**config.mk**
```make
export PLATFORM = sky130hd
export DESIGN_NAME = health_checked_failover_selector
export DESIGN_NICKNAME = d
export VERILOG_FILES = /design/src/rtl/hcfs_pkg.sv /design/src/rtl/health_checked_failover_selector.sv /design/src/rtl/hcfs_ram.sv /design/src/rtl/hcfs_count.sv
export SDC_FILE = /design/constraint.sdc
export NUM_CORES = 1
export LEC_CHECK = 0
export ABC_AREA = 0
export BUFFER_PORTS_ARGS = -buffer_cell sky130_fd_sc_hd__buf_4
export CAP_MARGIN = 20
export CORE_MARGIN = 2
export CORE_UTILIZATION = 50
export CTS_CLUSTER_DIAMETER = 80
export DETAILED_ROUTE_END_ITERATION = 10
export PLACE_DENSITY = 0.67
export SLEW_MARGIN = 0
export SYNTH_ARGS = -nofsm -noshare
export SYNTH_HDL_FRONTEND = slang
export SYNTH_HIERARCHICAL = 1
export SYNTH_SLANG_ARGS = --single-unit
```
**constraint.sdc**
```tcl
create_clock -name clock -period 5.3 [get_ports clock]
set_clock_uncertainty 0.05 [all_clocks]
set_input_delay 0.265 -clock clock [delete_from_list [all_inputs] [get_ports clock]]
set_output_delay 0.265 -clock clock [all_outputs]
set_load 0.005 [all_outputs]
```
**src/rtl/hcfs_pkg.sv**
```systemverilog
// ----------------------------------------------------------------------------
// hcfs_pkg
// Shared types and codes for the health-checked failover selector.
// ----------------------------------------------------------------------------
package hcfs_pkg;

   // Request operation codes
   localparam logic OP_PROBE  = 1'b0;
   localparam logic OP_DECIDE = 1'b1;

   // Decision action codes
   localparam logic [2:0] ACT_CONTINUE = 3'd0;
   localparam logic [2:0] ACT_FAILBACK = 3'd1;
   localparam logic [2:0] ACT_GRACE    = 3'd2;
   localparam logic [2:0] ACT_FAILOVER = 3'd3;
   localparam logic [2:0] ACT_NONE     = 3'd4;

   // Configuration register indexes
   localparam logic [1:0] CSR_OK_THRESHOLD   = 2'd0;
   localparam logic [1:0] CSR_FAIL_THRESHOLD = 2'd1;
   localparam logic [1:0] CSR_ENTRY_COUNT    = 2'd2;

   // Field widths fixed by the interface
   localparam int ENTRY_W  = 4;
   localparam int THRESH_W = 8;
   localparam int ECOUNT_W = 5;
   localparam int ACTION_W = 3;

   // Sequencer states
   typedef enum logic [1:0] {
      ST_IDLE,
      ST_PROBE_WR,
      ST_DEC_EVAL,
      ST_SCAN
   } state_type;

endpackage

```
**src/rtl/health_checked_failover_selector.sv**
```systemverilog
// ----------------------------------------------------------------------------
// health_checked_failover_selector
// Failover selector over redundant targets with per-entry ok and miss counts.
// ----------------------------------------------------------------------------
// Probe: read the entry row, then write it back in ST_PROBE_WR; a probe of
//   an entry outside the entry count is dropped and leaves the block idle.
// Decide: rsp_strobe when ST_DEC_EVAL settles it on the current entry; else
//   ST_SCAN scans up to the entry count, one counter-memory read per cycle.
// No result is ever held off: the receiver cannot stall.
// Reset clears all counts at once through per-entry valid bits, no sweep.
// ----------------------------------------------------------------------------
module health_checked_failover_selector
   import hcfs_pkg::*;
#(
   parameter int ENTRIES    = 16,
   parameter int COUNT_BITS = 8
) (
   input  logic                clock,
   input  logic                reset,
   input  logic                start,
   output logic                busy,
   input  logic                req_operation,
   input  logic [ENTRY_W-1:0]  req_entry,
   input  logic                req_probe_ok,
   output logic                rsp_strobe,
   output logic [ENTRY_W-1:0]  rsp_selected_entry,
   output logic [ACTION_W-1:0] rsp_action,
   input  logic                csr_wr_en,
   input  logic [1:0]          csr_index,
   input  logic [THRESH_W-1:0] csr_wdata
);

   localparam int IW = $clog2(ENTRIES);
   localparam int NW = $clog2(ENTRIES + 1);
   localparam int CW = (NW > ECOUNT_W) ? NW : ECOUNT_W;
   localparam int EW = (IW > ENTRY_W) ? IW : ENTRY_W;
   localparam int SW = (COUNT_BITS > THRESH_W) ? COUNT_BITS : THRESH_W;

   state_type               state_ff, state_in;
   logic [THRESH_W-1:0]     ok_threshold_ff;
   logic [THRESH_W-1:0]     fail_threshold_ff;
   logic [ECOUNT_W-1:0]     entry_count_ff;
   logic [ENTRIES-1:0]      valid_ff;
   logic [IW-1:0]           rd_addr_ff;
   logic [IW-1:0]           idx_ff, idx_in;
   logic [IW-1:0]           cur_ff, cur_in;
   logic [IW-1:0]           sel_ff, sel_in;
   logic [COUNT_BITS-1:0]   ok0_ff, ok0_in;
   logic                    rsp_strobe_ff, rsp_strobe_in;
   logic [ACTION_W-1:0]     rsp_action_ff, rsp_action_in;

   logic [CW-1:0]           n_eff;
   logic [CW-1:0]           ec_ext;
   logic [EW-1:0]           entry_ext;
   logic [EW-1:0]           sel_ext;
   logic [IW-1:0]           entry_addr;
   logic [IW-1:0]           cur_pick;
   logic                    entry_in_range;
   logic [IW-1:0]           rd_addr;
   logic                    wr_en;
   logic [2*COUNT_BITS-1:0] ram_q;
   logic [COUNT_BITS-1:0]   rd_ok;
   logic [COUNT_BITS-1:0]   rd_miss;
   logic [COUNT_BITS-1:0]   ok_next;
   logic [COUNT_BITS-1:0]   miss_next;
   logic                    failback;
   logic                    scan_last;
   logic                    probe_ok_ff;

   // Clamp the entry count to the range in use
   always_comb begin
      ec_ext = CW'(entry_count_ff);
      if (ec_ext == '0) begin
         n_eff = CW'(1);
      end else if (ec_ext > CW'(ENTRIES)) begin
         n_eff = CW'(ENTRIES);
      end else begin
         n_eff = ec_ext;
      end
   end

   assign entry_ext      = EW'(req_entry);
   assign entry_addr     = entry_ext[IW-1:0];
   assign entry_in_range = (CW'(req_entry) < n_eff);
   assign cur_pick       = (CW'(sel_ff) >= n_eff) ? '0 : sel_ff;

   // Mask rows that were never written since reset
   assign rd_ok   = valid_ff[rd_addr_ff] ? ram_q[2*COUNT_BITS-1:COUNT_BITS] : '0;
   assign rd_miss = valid_ff[rd_addr_ff] ? ram_q[COUNT_BITS-1:0] : '0;

   assign failback  = (cur_ff != '0) && (SW'(ok0_ff) >= SW'(ok_threshold_ff));
   assign scan_last = (CW'(idx_ff) == n_eff - CW'(1));

   // Counter memory: one row of {ok, miss} per entry
   hcfs_ram #(
      .WIDTH (2 * COUNT_BITS),
      .DEPTH (ENTRIES)
   ) u_count_ram (
      .clock   (clock),
      .wr_en   (wr_en),
      .wr_addr (rd_addr_ff),
      .wr_data ({ok_next, miss_next}),
      .rd_addr (rd_addr),
      .rd_data (ram_q)
   );

   // Saturating update of the row read for a probe
   hcfs_count #(
      .COUNT_BITS (COUNT_BITS)
   ) u_count (
      .probe_ok       (probe_ok_ff),
      .ok_count       (rd_ok),
      .miss_count     (rd_miss),
      .ok_threshold   (ok_threshold_ff),
      .fail_threshold (fail_threshold_ff),
      .ok_next        (ok_next),
      .miss_next      (miss_next)
   );

   // Advance the state register
   always_ff @(posedge clock) begin
      if (reset) begin
         state_ff <= ST_IDLE;
      end else begin
         state_ff <= state_in;
      end
   end

   // Next state, memory access and decision
   always_comb begin
      state_in      = state_ff;
      idx_in        = idx_ff;
      cur_in        = cur_ff;
      sel_in        = sel_ff;
      rsp_strobe_in = 1'b0;
      rsp_action_in = rsp_action_ff;
      rd_addr       = '0;
      wr_en         = 1'b0;
      case (state_ff)
         ST_IDLE: begin
            if (start) begin
               if (req_operation == OP_PROBE) begin
                  rd_addr = entry_addr;
                  if (entry_in_range) begin
                     state_in = ST_PROBE_WR;
                  end
               end else begin
                  rd_addr  = cur_pick;
                  cur_in   = cur_pick;
                  state_in = ST_DEC_EVAL;
               end
            end
         end
         ST_PROBE_WR: begin
            wr_en    = 1'b1;
            state_in = ST_IDLE;
         end
         ST_DEC_EVAL: begin
            if (rd_ok != '0) begin
               rsp_strobe_in = 1'b1;
               state_in      = ST_IDLE;
               if (failback) begin
                  sel_in        = '0;
                  rsp_action_in = ACT_FAILBACK;
               end else begin
                  sel_in        = cur_ff;
                  rsp_action_in = ACT_CONTINUE;
               end
            end else if (SW'(rd_miss) <= SW'(fail_threshold_ff)) begin
               rsp_strobe_in = 1'b1;
               state_in      = ST_IDLE;
               sel_in        = cur_ff;
               rsp_action_in = ACT_GRACE;
            end else begin
               rd_addr  = '0;
               idx_in   = '0;
               state_in = ST_SCAN;
            end
         end
         ST_SCAN: begin
            rd_addr = idx_ff + IW'(1);
            idx_in  = idx_ff + IW'(1);
            if (rd_ok != '0) begin
               rsp_strobe_in = 1'b1;
               state_in      = ST_IDLE;
               if (failback) begin
                  sel_in        = '0;
                  rsp_action_in = ACT_FAILBACK;
               end else begin
                  sel_in        = idx_ff;
                  rsp_action_in = ACT_FAILOVER;
               end
            end else if (scan_last) begin
               rsp_strobe_in = 1'b1;
               state_in      = ST_IDLE;
               sel_in        = '0;
               rsp_action_in = ACT_NONE;
            end
         end
         default: begin
            state_in = ST_IDLE;
         end
      endcase
   end

   // Mirror entry zero's ok count for fail-back checks
   always_comb begin
      ok0_in = ok0_ff;
      if (wr_en && (rd_addr_ff == '0)) begin
         ok0_in = ok_next;
      end
   end

   // Hold control state: selection, entry-zero ok mirror, valid bits, result strobe
   always_ff @(posedge clock) begin
      if (reset) begin
         sel_ff        <= '0;
         ok0_ff        <= '0;
         valid_ff      <= '0;
         rsp_strobe_ff <= 1'b0;
      end else begin
         sel_ff        <= sel_in;
         ok0_ff        <= ok0_in;
         rsp_strobe_ff <= rsp_strobe_in;
         if (wr_en) begin
            valid_ff[rd_addr_ff] <= 1'b1;
         end
      end
   end

   // Capture working registers of the current transaction
   always_ff @(posedge clock) begin
      rd_addr_ff    <= rd_addr;
      idx_ff        <= idx_in;
      cur_ff        <= cur_in;
      rsp_action_ff <= rsp_action_in;
      if ((state_ff == ST_IDLE) && start) begin
         probe_ok_ff <= req_probe_ok;
      end
   end

   // Write configuration registers
   always_ff @(posedge clock) begin
      if (reset) begin
         ok_threshold_ff   <= THRESH_W'(3);
         fail_threshold_ff <= THRESH_W'(3);
         entry_count_ff    <= ECOUNT_W'(16);
      end else if (csr_wr_en) begin
         case (csr_index)
            CSR_OK_THRESHOLD:   ok_threshold_ff   <= csr_wdata;
            CSR_FAIL_THRESHOLD: fail_threshold_ff <= csr_wdata;
            CSR_ENTRY_COUNT:    entry_count_ff    <= csr_wdata[ECOUNT_W-1:0];
            default: begin
            end
         endcase
      end
   end

   // Drive outputs
   assign sel_ext            = EW'(sel_ff);
   assign busy               = (state_ff != ST_IDLE);
   assign rsp_strobe         = rsp_strobe_ff;
   assign rsp_selected_entry = sel_ext[ENTRY_W-1:0];
   assign rsp_action         = rsp_action_ff;

endmodule

```
**src/rtl/hcfs_ram.sv**
```systemverilog
// ----------------------------------------------------------------------------
// hcfs_ram
// Generic single-write, single-read memory with a registered read port.
// ----------------------------------------------------------------------------
module hcfs_ram #(
   parameter int WIDTH = 16,
   parameter int DEPTH = 16
) (
   input  logic                     clock,
   input  logic                     wr_en,
   input  logic [$clog2(DEPTH)-1:0] wr_addr,
   input  logic [WIDTH-1:0]         wr_data,
   input  logic [$clog2(DEPTH)-1:0] rd_addr,
   output logic [WIDTH-1:0]         rd_data
);

   logic [WIDTH-1:0] mem_ff [DEPTH];

   // Write the addressed row and register the read data
   always_ff @(posedge clock) begin
      if (wr_en) begin
         mem_ff[wr_addr] <= wr_data;
      end
      rd_data <= mem_ff[rd_addr];
   end

endmodule

```
**src/rtl/hcfs_count.sv**
```systemverilog
// ----------------------------------------------------------------------------
// hcfs_count
// Counter update for one probe transaction: bump one count with saturation,
// clear the other.
// ----------------------------------------------------------------------------
module hcfs_count
   import hcfs_pkg::*;
#(
   parameter int COUNT_BITS = 8
) (
   input  logic                  probe_ok,
   input  logic [COUNT_BITS-1:0] ok_count,
   input  logic [COUNT_BITS-1:0] miss_count,
   input  logic [THRESH_W-1:0]   ok_threshold,
   input  logic [THRESH_W-1:0]   fail_threshold,
   output logic [COUNT_BITS-1:0] ok_next,
   output logic [COUNT_BITS-1:0] miss_next
);

   localparam int SW = (COUNT_BITS > THRESH_W + 1) ? COUNT_BITS : THRESH_W + 1;

   logic [SW-1:0] count_max;
   logic [SW-1:0] limit;
   logic [SW-1:0] thresh_p1;
   logic [SW-1:0] value;
   logic [SW-1:0] bumped;

   // Pick the counter and threshold that this probe bumps
   always_comb begin
      count_max = SW'({COUNT_BITS{1'b1}});
      if (probe_ok) begin
         thresh_p1 = SW'(ok_threshold) + SW'(1);
         value     = SW'(ok_count);
      end else begin
         thresh_p1 = SW'(fail_threshold) + SW'(1);
         value     = SW'(miss_count);
      end
      limit  = (thresh_p1 > count_max) ? count_max : thresh_p1;
      bumped = (value >= limit) ? limit : value + SW'(1);
   end

   // Clear the opposite counter
   always_comb begin
      if (probe_ok) begin
         ok_next   = bumped[COUNT_BITS-1:0];
         miss_next = '0;
      end else begin
         ok_next   = '0;
         miss_next = bumped[COUNT_BITS-1:0];
      end
   end

endmodule
```
Word level (Yosys, flattened, before mapping)
Memories as Yosys holds them, arrays and structs flattened. A register that Yosys moved wholly into a read port is not among the register bits.
Index checks and enable logic that the tools add are counted.
{"block": "word_totals", "memories": 1, "word_cells": 111, "in_bits": 20, "out_inout_bits": 9, "ram_bits": 256, "reg_bits": 68}
{"block": "classes", "n_lt_le_gt_ge": 9, "n_eq_ne": 12, "bitwise": 1, "reduce_logical": 19, "n_addsub": 5, "mux": 51}
{"name": "u_count_ram.mem_ff", "depth": 16, "word_bits": 16, "rd": 1, "rd_clocked_by_memory_dff": 1, "write_ports": 1, "line": "hcfs_ram.sv:17", "source": "logic [WIDTH-1:0] mem_ff [DEPTH];"}
{"cell": "$mux W8", "count": 6}
{"cell": "$mux W4", "count": 11}
{"cell": "$pmux W4 S2", "count": 3}
{"cell": "$add A8 B1 Y9 const B", "count": 2}
{"cell": "$mux W9", "count": 2}
{"cell": "$mux W2", "count": 8}
{"cell": "$or A16 B16 Y16", "count": 1}
{"cell": "$mux W3", "count": 4}
{"cell": "$reduce_and A3 Y1", "count": 4}
{"cell": "$mux W1", "count": 10}
{"cell": "$mux W5", "count": 2}
{"cell": "$ge A8 B9 Y1", "count": 1}
{"cell": "$gt A9 B8 Y1 const B", "count": 1}
{"cell": "$ne A3 B3 Y1 const B", "count": 3}
{"cell": "$add A8 B1 Y8 const B", "count": 1}
{"cell": "$ge A8 B8 Y1", "count": 1}
{"cell": "$le A8 B8 Y1", "count": 1}
{"cell": "$pmux W2 S4", "count": 1}
{"cell": "$reduce_bool A8 Y1", "count": 1}
{"cell": "$eq A2 B2 Y1 const B", "count": 3}
{"cell": "$ne A2 B2 Y1 const B", "count": 3}
{"cell": "$pmux W3 S2", "count": 1}
{"cell": "$reduce_and A2 Y1", "count": 3}
{"cell": "$eq A4 B5 Y1", "count": 1}
{"cell": "other kinds (17)", "count": 23}

Depth between registers and ports, before layout
Gate-level depths: netlist of the first run.
{"block": "depth", "depth_word": 8, "depth_mapped": 18, "depth_no_buf": 14}

By module
Netlist of the first run, hierarchy kept.
{"mod": "hcfs_ram", "seq_area_each_um2": 8007.7, "area_per_inst_um2": 10043.4, "instances": 1, "cells_each": 432}
{"mod": "health_checked_failover_selector", "seq_area_each_um2": 1481.4, "area_per_inst_um2": 3704.8, "instances": 1, "cells_each": 408}
{"mod": "hcfs_count", "seq_area_each_um2": 0.0, "area_per_inst_um2": 1077.3, "instances": 1, "cells_each": 137}

Worst setup path before layout of the first run
OpenSTA, ideal clock, no wires.
{"block": "synth_timing", "kind": "register to register", "start": "reg rd_addr_ff[3]", "end": "mem u_count_ram.mem_ff[0][13], data pin", "setup_ns": 0.363, "synth_period_minus_slack_ns": 4.853, "n_path_buf": 2, "slack_ns": 0.447, "t_required_ns": 4.887, "t_arrival_ns": 4.440, "path_stages_with_launch": 14, "cell_sequence": "dfxtp_1 -> buf_6 -> mux4_2 -> mux4_2 -> clkbuf_1 -> and2_1 -> mux2i_1 -> inv_1 -> ha_1 -> a21o_1 -> a211o_1 -> a41oi_1 -> nor2_1 -> a311oi_1"}
{"block": "synth_via", "elab_chain_len": 7, "word_cells_on_any_way": 9, "classes_between": "add/sub (1); order compare (1); mux (7)"}
{"item": "from (decl)", "line": "health_checked_failover_selector.sv:44", "source": "logic [IW-1:0] rd_addr_ff;"}
{"item": "from (signal assigned)", "line": "health_checked_failover_selector.sv:233", "source": "rd_addr_ff <= rd_addr;"}
{"item": "$bmux W1 S4 *", "line": "health_checked_failover_selector.sv:88", "source": "assign rd_ok = valid_ff[rd_addr_ff] ? ram_q[2*COUNT_BITS-1:COUNT_BITS] : '0;"}
{"item": "$mux W1 (not written as such) *", "line": "health_checked_failover_selector.sv:88"}
{"item": "$mux W8 *", "line": "health_checked_failover_selector.sv:88"}
{"item": "via rd_ok[4]", "line": "health_checked_failover_selector.sv:62", "source": "logic [COUNT_BITS-1:0] rd_ok;"}
{"item": "$mux W8 *", "line": "hcfs_count.sv:31", "source": "if (probe_ok) begin"}
{"item": "$add A8 B1 Y8 / $ge A8 B9 Y1 (equally long branches)", "line": "hcfs_count.sv:39", "source": "bumped = (value >= limit) ? limit : value + SW'(1);"}
{"item": "$mux W8 *", "line": "hcfs_count.sv:39"}
{"item": "$mux W8 *", "line": "hcfs_count.sv:44", "source": "if (probe_ok) begin"}
{"item": "via ok_next[5]", "line": "health_checked_failover_selector.sv:64", "source": "logic [COUNT_BITS-1:0] ok_next;"}
{"item": "to (decl)", "line": "hcfs_ram.sv:17"}
Mark *: on every way through the listed nets, which the timed path passes. The rest lies on a longest branch. The select of a mux whose other input is x is not followed.

Final worst setup path of the first run
{"block": "layout_timing", "start": "reg rd_addr_ff[3]", "end": "reg ok0_ff[1]"}
{"block": "layout_via", "elab_chain_len": 7, "word_cells_on_any_way": 11, "classes_between": "add/sub (1); order compare (1); mux (7); reduce/logical (2)"}
{"item": "$bmux W1 S4", "line": "health_checked_failover_selector.sv:88"}
{"item": "$mux W1 (not written as such)", "line": "health_checked_failover_selector.sv:88"}
{"item": "$mux W8", "line": "health_checked_failover_selector.sv:88"}
{"item": "via rd_ok[4]", "line": "health_checked_failover_selector.sv:62"}
{"item": "$mux W8", "line": "hcfs_count.sv:31"}
{"item": "$ge A8 B9 Y1", "line": "hcfs_count.sv:39"}
{"item": "$mux W8", "line": "hcfs_count.sv:39"}
{"item": "$mux W8", "line": "hcfs_count.sv:44"}
{"item": "via ok_next[1]", "line": "health_checked_failover_selector.sv:64"}
{"item": "to (signal assigned)", "line": "health_checked_failover_selector.sv:223", "source": "ok0_ff <= ok0_in;"}
{"item": "to (decl)", "line": "health_checked_failover_selector.sv:48", "source": "logic [COUNT_BITS-1:0] ok0_ff, ok0_in;"}
The timed path passes the listed nets, and every way through them passes these cells. The select of a mux whose other input is x is not followed.
A chain may end at the register's enable or synchronous reset.

==> results of run 1 <==
==> cell usage after synthesis, types with 12 or more instances <==
cell	n	share of area [%]
mux2i_1	19	1.3
ha_1	40	3.4
nand4_1	12	0.51
nand3_1	17	0.57
a211oi_1	17	0.86
a21oi_1	60	2.0
edfxtp_1	268	54
a22oi_1	35	1.8
inv_1	31	0.78
mux4_2	58	8.8
dfxtp_1	72	9.7
clkbuf_1	27	0.68
and2_1	22	0.93
nand2_1	44	1.1
nor2_1	71	1.8
nor2b_1	13	0.55
==> per-stage QoR <==
stage	hold slack [ps]	cells	cell area [µm²]
2_1_floorplan	314	977	14800
3_3_place_gp	395	1391	15700
3_5_place_dp	395	1391	15700
4_1_cts	19.4	1463	16900
5_1_grt	42.1	1463	16900
6_report	32.9	1464	16900
==> flip-flops by register name, indices dropped and copies added (netlist names), 2 cells and up <==
| signal | count |
|---|---|
| rsp_selected_entry | 4 |
| valid_ff | 16 |
| rsp_action | 3 |
| u_count_ram/rd_data | 16 |
| u_count_ram/mem_ff | 256 |
| fail_threshold_ff | 8 |
| cur_ff | 4 |
| state_ff | 2 |
| rd_addr_ff | 4 |
| idx_ff | 4 |
| ec_ext | 5 |
| ok0_ff | 8 |
| ok_threshold_ff | 8 |
==> report_power, final <==
| part | switching, mW | internal, mW |
|---|---|---|
| clock | 0.970 | 1.36 |
| sequential | 0.125 | 3.23 |
| combinational | 0.845 | 0.550 |
==> per-layer routing <==
metal	routed length, µm	global-route usage, %	up-vias
met5	0	0	-
met4	1130	8.44	0
met3	2410	3.83	65
met2	16300	36.5	334
met1	14900	32.2	4456
li1	-	-	3978
==> area by class of cell <==
| class | count | area [µm²] |
|---|---|---|
| sequential | 340 | 9490 |
| clock buffer | 51 | 998 |
| clock inverter | 12 | 98.8 |
| inverter | 32 | 120 |
| fill | 2258 | 12500 |
| tap | 390 | 488 |
| timing repair buffer | 79 | 641 |
| antenna | 1 | 2.50 |
| multi-input combinational | 559 | 5070 |
==> timing repair <==
item                                   CTS  global route
setup endpoints to repair                0             2
gates resized for setup                  0             1
hold buffers                             9             0
endpoints found under the hold margin   19             0
==> placed cells by master (no fill, tap or decap), types with 31 or more instances in the layout <==
cell type	instances
edfxtp_1	268
dfxtp_1	71
buf_4	68
nor2_1	59
a21oi_1	58
mux4_2	58
nand2_1	44
ha_1	40
clkbuf_16	37
a22oi_1	35
inv_1	31
==> worst max-delay path, stage by stage (launching register included) <==
cell and delay (ps):
dfxtp_2 510, mux4_1 620, mux4_2 640, and2_1 250, mux2i_1 260, inv_1 80
ha_1 330, a21o_1 160, a211o_1 300, a41oi_1 390, nor2_1 250, a211oi_2 270
buf_4 240, nand3_1 90, a21oi_1 170
==> worst max-delay path by stage <==
stage / from / to / slack (ps) / cells past startpoint
final: rd_addr_ff[3] / ok0_ff[1] / 600 / 14
after global routing: rd_addr_ff[3] / ok0_ff[1] / 200 / 14
after CTS: rd_addr_ff[3] / ok0_ff[1] / 390 / 14
after detailed placement: rd_addr_ff[3] / ok0_ff[1] / 450 / 14
after global placement: rd_addr_ff[3] / ok0_ff[5] / 580 / 14
after floorplan: rd_addr_ff[3] / u_count_ram/mem_ff[0][13] / 450 / 13
==> kinds of logic after synthesis <==
group                      share of synthesized area [%]
DFF                                                 64.0
and+or+nand+nor                                     8.02
AOI/OAI and AO/OA                                   8.27
muxes                                               12.7
buffers and inverters                               2.57
adders and majority gates                           3.38
xor gates and xnor gates                            1.11
==> flow_summary.json, run 1 <==
{
  "status": "finished, final reports clean",
  "clkSinkCount": 340,
  "wirelength_mm": 34.8,
  "cp_max_fo": 18,
  "cts.path.max_buffers": 3,
  "cts_made_buffers": 35,
  "rows": 63,
  "ir_drop_v": 0.000208,
  "crit_arrival_ps": 5080,
  "min_from": "req_operation",
  "clkSlewWorstSetupHoldPaths_ps": 60,
  "regToRegSetupSlack_ps": 600,
  "cts-root-buf": "clkbuf_16",
  "num_vias": 8833,
  "min_to": "state_ff[1]",
  "ys_types": 70,
  "synth_edf_count": 268,
  "regToRegStartpoint": "rd_addr_ff[3]",
  "first_pass_iters": 5,
  "hp-class": "input pin to flop",
  "syn_inst": 977,
  "grt_pass1_vias": 8697,
  "wire_per_inst_um": 23.8,
  "ys.flop_type": "edfxtp_1",
  "drc": 0,
  "ios": 29,
  "core_mm2": 0.0294,
  "dieArea_mm2": 0.0310,
  "async_reset_ff_share_pct": 0,
  "dp.final_hpwl_mm": 21.3,
  "h-tree-depth": 2,
  "drt_iter0_drc": 832,
  "area_delta_synth_final_pct": 14.1,
  "synth_area_mm2": 0.0148,
  "ys_seq_area_share_pct": 64.0,
  "finalCriticalPeriod_ps": 4700,
  "grt_max_degree": 53,
  "yosys_warnings": 6,
  "critPathKind": "flop to flop",
  "powerDensity_mw_per_mm2": 419,
  "port_buffers": 28,
  "relSlewSlack_pct": 42.2,
  "utilization_pct": 57.5,
  "max-cap-violations": 0,
  "tightest_slew_ps": 864,
  "synth.net_count": 1037,
  "maxSlewViolCount": 0,
  "globalRouteTotalUtil_pct": 23.0,
  "fin_crit_sh_pct": 88.7,
  "dieWidth_um": 176,
  "rsz0062_at_grt": "false",
  "fmax_ghz": 0.213,
  "hold_viol": 0,
  "grt_pass1_wl_mm": 52.7,
  "endpoint_kind": "flop",
  "post_cts_buffers": 0,
  "setup_slack_ps": 598,
  "routabilityCongestion": 0.866,
  "synth_area_per_cell_um2": 15.2,
  "ys_ff_latch": 340,
  "initial_core_util_pct": 50.4,
  "clkLatencyLatePin_ps": 510,
  "ant_nets": 0,
  "worstHoldPathCells": 3,
  "r2r_cells": 14,
  "required_ps": 5680,
  "place_ws_ps": 449,
  "cts_tree": "done",
  "nets": 1107,
  "leakage_nw": 5.83,
  "total_power_mw": 7.08,
  "antenna_found_initial": 1,
  "start_kind": "flop",
  "chipHeight_um": 176,
  "drive_above_1_share_pct": 20.9,
  "grt-ovfl-total": 0,
  "finalSetupTns_ps": 0,
  "viasPerCell": 6.03,
  "timing.rr.end": "ok0_ff[1]",
  "finalSetupViolations": 0
}
(Power assumes the default switching activity.)
==> run 2: changes to the inputs <==
- CORE_MARGIN: 2 -> default
==> flow_summary.json, run 2 (same netlist as run 1, synthesis figures left out) <==
{
  "clkSlewWorstSetupHoldPaths_ps": 60,
  "leakage_nw": 5.86,
  "slowest_delay_ps": 670,
  "finalCriticalPeriod_ps": 4860,
  "drt_iter0_drc": 750,
  "fmax_ghz": 0.206,
  "powerDensity_mw_per_mm2": 425,
  "core_mm2": 0.0289,
  "clkSinkCount": 340,
  "ios": 29,
  "antenna_found_initial": 0,
  "hold_ws_ps": 30.9,
  "dieArea_mm2": 0.0303,
  "grt-ovfl-total": 0,
  "cts-root-buf": "clkbuf_16",
  "h-tree-depth": 2,
  "crit_arrival_ps": 5270,
  "grt_pass1_vias": 8627,
  "hold_viol": 0,
  "endpoint_kind": "flop",
  "fillCellCount": 2201,
  "final_common_cell": "edfxtp_1",
  "finalSetupTns_ps": 0,
  "wirelength_mm": 33.3,
  "tightest_slew_ps": 901,
  "first_pass_iters": 5,
  "crit_start": "rd_addr_ff[3]",
  "hp-class": "input pin to flop",
  "critPathKind": "flop to flop",
  "wire_per_inst_um": 22.8,
  "port_buffers": 28,
  "chipHeight_um": 174,
  "relSlewSlack_pct": 39.7,
  "cts.path.max_buffers": 3,
  "min_from": "req_operation",
  "post_cts_resize_count": 0,
  "crit_chain": "mux4_1 > mux4_2 > and2_1 > mux2i_1 > inv_1 > ha_1 > a21o_1 > a211o_1 > a41oi_1 > nor2_1 > a311oi_2 > buf_4 > nand3_1 > a21oi_1",
  "initial_core_util_pct": 51.2,
  "ir_drop_v": 0.000212,
  "status": "finished, final reports clean",
  "max-cap-violations": 0,
  "top_register": "u_count_ram/mem_ff",
  "grt_max_degree": 66,
  "rows": 62,
  "reg_top3": "u_count_ram/mem_ff: 256 flops, u_count_ram/rd_data: 16 flops, valid_ff: 16 flops",
  "grt_pass1_wl_mm": 51.0,
  "design_area_mm2": 0.0170,
  "cp_slowest_cell": "dfxtp_1",
  "setup_slack_ps": 437,
  "multi_input_area_mm2": 0.00506,
  "dieWidth_um": 174,
  "cts_tree": "done",
  "nets": 1107,
  "cp_max_fo": 18,
  "area_delta_synth_final_pct": 14.4,
  "clkLatencyLatePin_ps": 530,
  "place_ws_ps": 483,
  "num_vias": 8621,
  "fin_crit_sh_pct": 91.7,
  "finalSetupViolations": 0,
  "drc": 0,
  "diodes": 0,
  "largest_reg_flops": 256,
  "regToRegStartpoint": "rd_addr_ff[3]",
  "rsz0062_at_grt": "false",
  "maxSlewViolCount": 0,
  "seq_area_mm2": 0.00949,
  "routabilityCongestion": 0.858,
  "dp.final_hpwl_mm": 20.3,
  "start_kind": "flop",
  "required_ps": 5710,
  "final_cell_mix": "268 x edfxtp_1, 72 x dfxtp_1, 67 x buf_4",
  "viasPerCell": 5.91,
  "ant_nets": 0,
  "drive_above_1_share_pct": 21.6,
  "globalRouteTotalUtil_pct": 22.5,
  "placed_area_mm2": 0.0157,
  "cts_made_buffers": 36
}
==> run 2: cell count changes in the layout (fill, tap and decap cells not counted), sizes merged <==
| cell | change |
|---|---|
| clkinvlp | +4 |
| bufinv | +2 |
| buf | -1 |
| clkinv | +1 |
| diode | -1 |
| clkbuf | -4 |
==> run 2: final timing paths <==
check,to,slack [ps],depth (start not counted)
max,ok0_ff[5],440,14
max reg2reg,ok0_ff[5],440,14
min reg2reg,ok0_ff[5],420,2
min,state_ff[1],30,3
==> run 2: metal layers <==
| metal | routed length, µm | global-route usage (%) | part of all wire [%] | vias up |
|---|---|---|---|---|
| met3 | 1880 | 4.02 | 5.6 | 64 |
| met1 | 14900 | 31.2 | 45 | 4316 |
| met5 | 0 | 0 | 0 | - |
| met2 | 15800 | 36.6 | 47 | 259 |
| met4 | 766 | 5.99 | 2.3 | 0 |
| li1 | - | - | - | 3982 |
==> run 2: per-stage QoR <==
stage	power [mW]	instances	utilization, %
2_1_floorplan	4.27	977	-
3_3_place_gp	4.75	1384	54.2
3_5_place_dp	4.77	1384	54.2
4_1_cts	7.26	1459	58.6
5_1_grt	7.49	1459	58.6
6_report	7.22	1459	58.6
==> run 2: cell type report <==
| cell class | count | area share, % |
|---|---|---|
| clock buffers | 47 | 5.61 |
| clock inverters | 19 | 1.37 |
| inverters | 32 | 0.708 |
| multi-input cells | 559 | 29.8 |
| flip-flops and latches | 340 | 55.9 |
| well taps | 384 | 2.83 |
| repair buffers | 78 | 3.73 |
==> run 2: power by group <==
part / switching [mW] / internal (mW)
Sequential: 0.120 / 3.23
Clock: 1.05 / 1.44
Combinational: 0.837 / 0.544
Total: 2.01 / 5.21
==> run 2: timing repair <==
item,4_1_cts,5_1_grt
hold buffers,9,0
hold endpoints to repair,19,0
buffers inserted,0,0
==> run 2: worst max-delay path: cells and delay by family, from the launching register on <==
kind,cells,cell delay [ps]
buffers and inverters,2,330
adder cells (fa/ha/maj),1,330
AO/OA/AOI/OAI,5,1300
flip-flops,1,670
multiplexers,3,1500
AND/OR/NAND/NOR,3,620
==> run 3: changes to the inputs <==
--- a/config.mk
+++ b/config.mk
@@ -17,3 +17,2 @@
 export SYNTH_HDL_FRONTEND = slang
-export SYNTH_HIERARCHICAL = 1
 export SYNTH_SLANG_ARGS = --single-unit
==> constraint.sdc (replaced) <==
create_clock -name clock -period 5.3 [get_ports clock]
set_clock_uncertainty 0.05 [all_clocks]
set_input_delay 0.795 -clock clock [delete_from_list [all_inputs] [get_ports clock]]
set_output_delay 0.795 -clock clock [all_outputs]
set_load 0.005 [all_outputs]
==> flow_summary.json, run 3 <==
{
  "finalSetupTns_ps": 0,
  "min_to": "probe_ok_ff",
  "clkLatencyLatePin_ps": 530,
  "tightest_slew_ps": 1070,
  "min_from": "req_probe_ok",
  "synth_area_mm2": 0.0151,
  "wire_per_inst_um": 22.6,
  "top_register": "u_count_ram.mem_ff",
  "grt_pass1_wl_mm": 59.6,
  "powerDensity_mw_per_mm2": 409,
  "start_kind": "flop",
  "ys_types": 73,
  "leakage_nw": 6.12,
  "cp_max_fo": 17,
  "max-cap-violations": 0,
  "required_ps": 5710,
  "rows": 63,
  "async_reset_ff_share_pct": 0,
  "status": "finished, final reports clean",
  "ir_drop_v": 0.000361,
  "postCtsHoldBufs": 0,
  "synth_edf_count": 268,
  "drc": 0,
  "wirelength_mm": 39.0,
  "drive_above_1_share_pct": 14.2,
  "synth_commonest_cells": "268 x edfxtp_1, 137 x nand2_1, 135 x nor2_1",
  "dieArea_mm2": 0.0309,
  "cts-root-buf": "clkbuf_16",
  "total_power_mw": 6.96,
  "synth_area_leader_cell": "edfxtp_1",
  "initial_core_util_pct": 50.9,
  "fin_crit_sh_pct": 90.2,
  "final_cell_mix": "268 x edfxtp_1, 137 x nand2_1, 120 x nor2_1",
  "nets": 1366,
  "post_cts_resize_count": 0,
  "path_common_cell": "mux2i_1",
  "final_common_cell": "edfxtp_1",
  "syn_inst": 1264,
  "r2r_cells": 17,
  "fillCellCount": 2454,
  "clkSinkCount": 340,
  "regToRegStartpoint": "probe_ok_ff",
  "routabilityCongestion": 0.967,
  "cts_made_buffers": 37,
  "largest_reg_flops": 256,
  "h-tree-depth": 2,
  "grt-ovfl-total": 0,
  "crit_chain": "mux2i_1 > inv_1 > ha_1 > nand4b_1 > a22oi_1 > and2_1 > a41oi_1 > a31oi_1 > nor2_1 > ha_1 > a2111o_1 > o31ai_2 > buf_4 > mux2i_1 > and2_1 > mux2i_1 > nor2_1",
  "finalCriticalPeriod_ps": 4780,
  "grt_max_degree": 63,
  "setup_slack_ps": 522,
  "slowest_delay_ps": 570,
  "synth_area_per_cell_um2": 11.9,
  "cts.path.max_buffers": 3,
  "first_pass_iters": 5,
  "num_vias": 10100,
  "synth_most_common_cell": "edfxtp_1",
  "place_ws_ps": 315,
  "chipHeight_um": 176,
  "ant_nets": 0,
  "fmax_ghz": 0.209,
  "ys_seq_area_share_pct": 62.9,
  "timing.rr.end": "ok0_ff[0]",
  "grt_pass1_vias": 10200,
  "diodes": 0,
  "relSlewSlack_pct": 28.6,
  "viasPerCell": 5.88,
  "post_cts_buffers": 0,
  "regToRegSetupSlack_ps": 520,
  "synth_top_area_share_pct": 53.4,
  "critPathKind": "flop to flop",
  "yosys_warnings": 0,
  "finalSetupViolations": 0,
  "clkSlewWorstSetupHoldPaths_ps": 60,
  "drt_iter0_drc": 827,
  "synth.net_count": 1324,
  "dp.final_hpwl_mm": 23.9,
  "antenna_found_initial": 0,
  "hold_viol": 0,
  "core_mm2": 0.0296,
  "cts_tree": "done",
  "dieWidth_um": 176,
  "hp-class": "input pin to flop",
  "cp_slowest_cell": "and2_1",
  "maxSlewViolCount": 0,
  "globalRouteTotalUtil_pct": 25.9,
  "port_buffers": 28,
  "crit_arrival_ps": 5190,
  "ys_ff_latch": 340,
  "ys.flop_type": "edfxtp_1",
  "endpoint_kind": "flop",
  "worstHoldPathCells": 1,
  "area_delta_synth_final_pct": 12.8,
  "rsz0062_at_grt": "false",
  "ios": 29,
  "reg_top3": "u_count_ram.mem_ff: 256 flops, u_count_ram.rd_data: 16 flops, valid_ff: 16 flops",
  "synthTopCellsByArea": "edfxtp_1 53%, dfxtp_1 9.6%, nand2_1 3.4%, nor2_1 3.4%, ha_1 3.3%"
}
## run 3: cell type report
| cell class | count | area (µm²) | share of cell area [%] |
|---|---|---|---|
| well taps | 390 | 488 | 2.87 |
| repair buffers | 70 | 538 | 3.16 |
| inverters | 42 | 158 | 0.927 |
| clock inverters | 12 | 91.3 | 0.537 |
| flip-flops and latches | 340 | 9490 | 55.8 |
| clock buffers | 56 | 1060 | 6.22 |
| multi-input cells | 815 | 5190 | 30.5 |
## run 3: worst max-delay path, delay by kind of cell (launching register included)
| family | cells | cell delay (ps) |
|---|---|---|
| AND/OR/NAND/NOR | 5 | 1260 |
| AO/OA/AOI/OAI | 5 | 1460 |
| buffers and inverters | 2 | 390 |
| flip-flops | 1 | 480 |
| multiplexers | 3 | 590 |
| adder cells (fa/ha/maj) | 2 | 470 |
## run 3: worst max path at each step
stage / startpoint / endpoint / slack [ps] / cells after the start
3_3_place_gp: probe_ok_ff / u_count_ram.mem_ff[2][14] / 410 / 15
2_1_floorplan: probe_ok_ff / u_count_ram.mem_ff[0][11] / 970 / 17
3_5_place_dp: probe_ok_ff / u_count_ram.mem_ff[11][6] / 310 / 15
6_report: probe_ok_ff / ok0_ff[0] / 520 / 17
4_1_cts: probe_ok_ff / u_count_ram.mem_ff[7][14] / 270 / 15
5_1_grt: probe_ok_ff / ok0_ff[0] / 130 / 17
## run 3: report_power, final
part	internal, mW	leakage (nW)	switching, mW
clock	1.39	0.565	1.03
sequential	3.12	3.04	0.146
combinational	0.429	2.51	0.844
## run 3: logic make-up (layout without fill, tap and decap cells)
kind of cell	Yosys count	after routing	share of synthesized area (%)
flip-flops	340	340	62.9
buffers and inverters	109	180	3.28
multiplexers	55	55	4.01
AND/OR/NAND/NOR	472	472	14.4
AO/OA/AOI/OAI	229	229	11.0
adder cells (fa/ha/maj)	40	40	3.32
XOR/XNOR	19	19	1.10
## run 3: through the flow
| stage | area (µm²) | util (%) | hold WS, ps | cells |
|---|---|---|---|---|
| finish | 17000 | 57.4 | 404 | 1725 |
| detailed placement | 15800 | 53.4 | 410 | 1656 |
| CTS | 17000 | 57.3 | 386 | 1724 |
| floorplan | 15100 | - | 385 | 1264 |
| global route | 17000 | 57.4 | 395 | 1725 |
| global placement | 15800 | 53.4 | 408 | 1656 |
## run 3: routing by layer
layer  vias up  share of wire [%]  global-route usage [%]
li1       4714                  -                       -
met5         -                  0                       0
met3       103                6.7                    4.42
met1      4935                 42                    33.6
met2       388                 47                    42.8
met4         0                3.6                    11.2
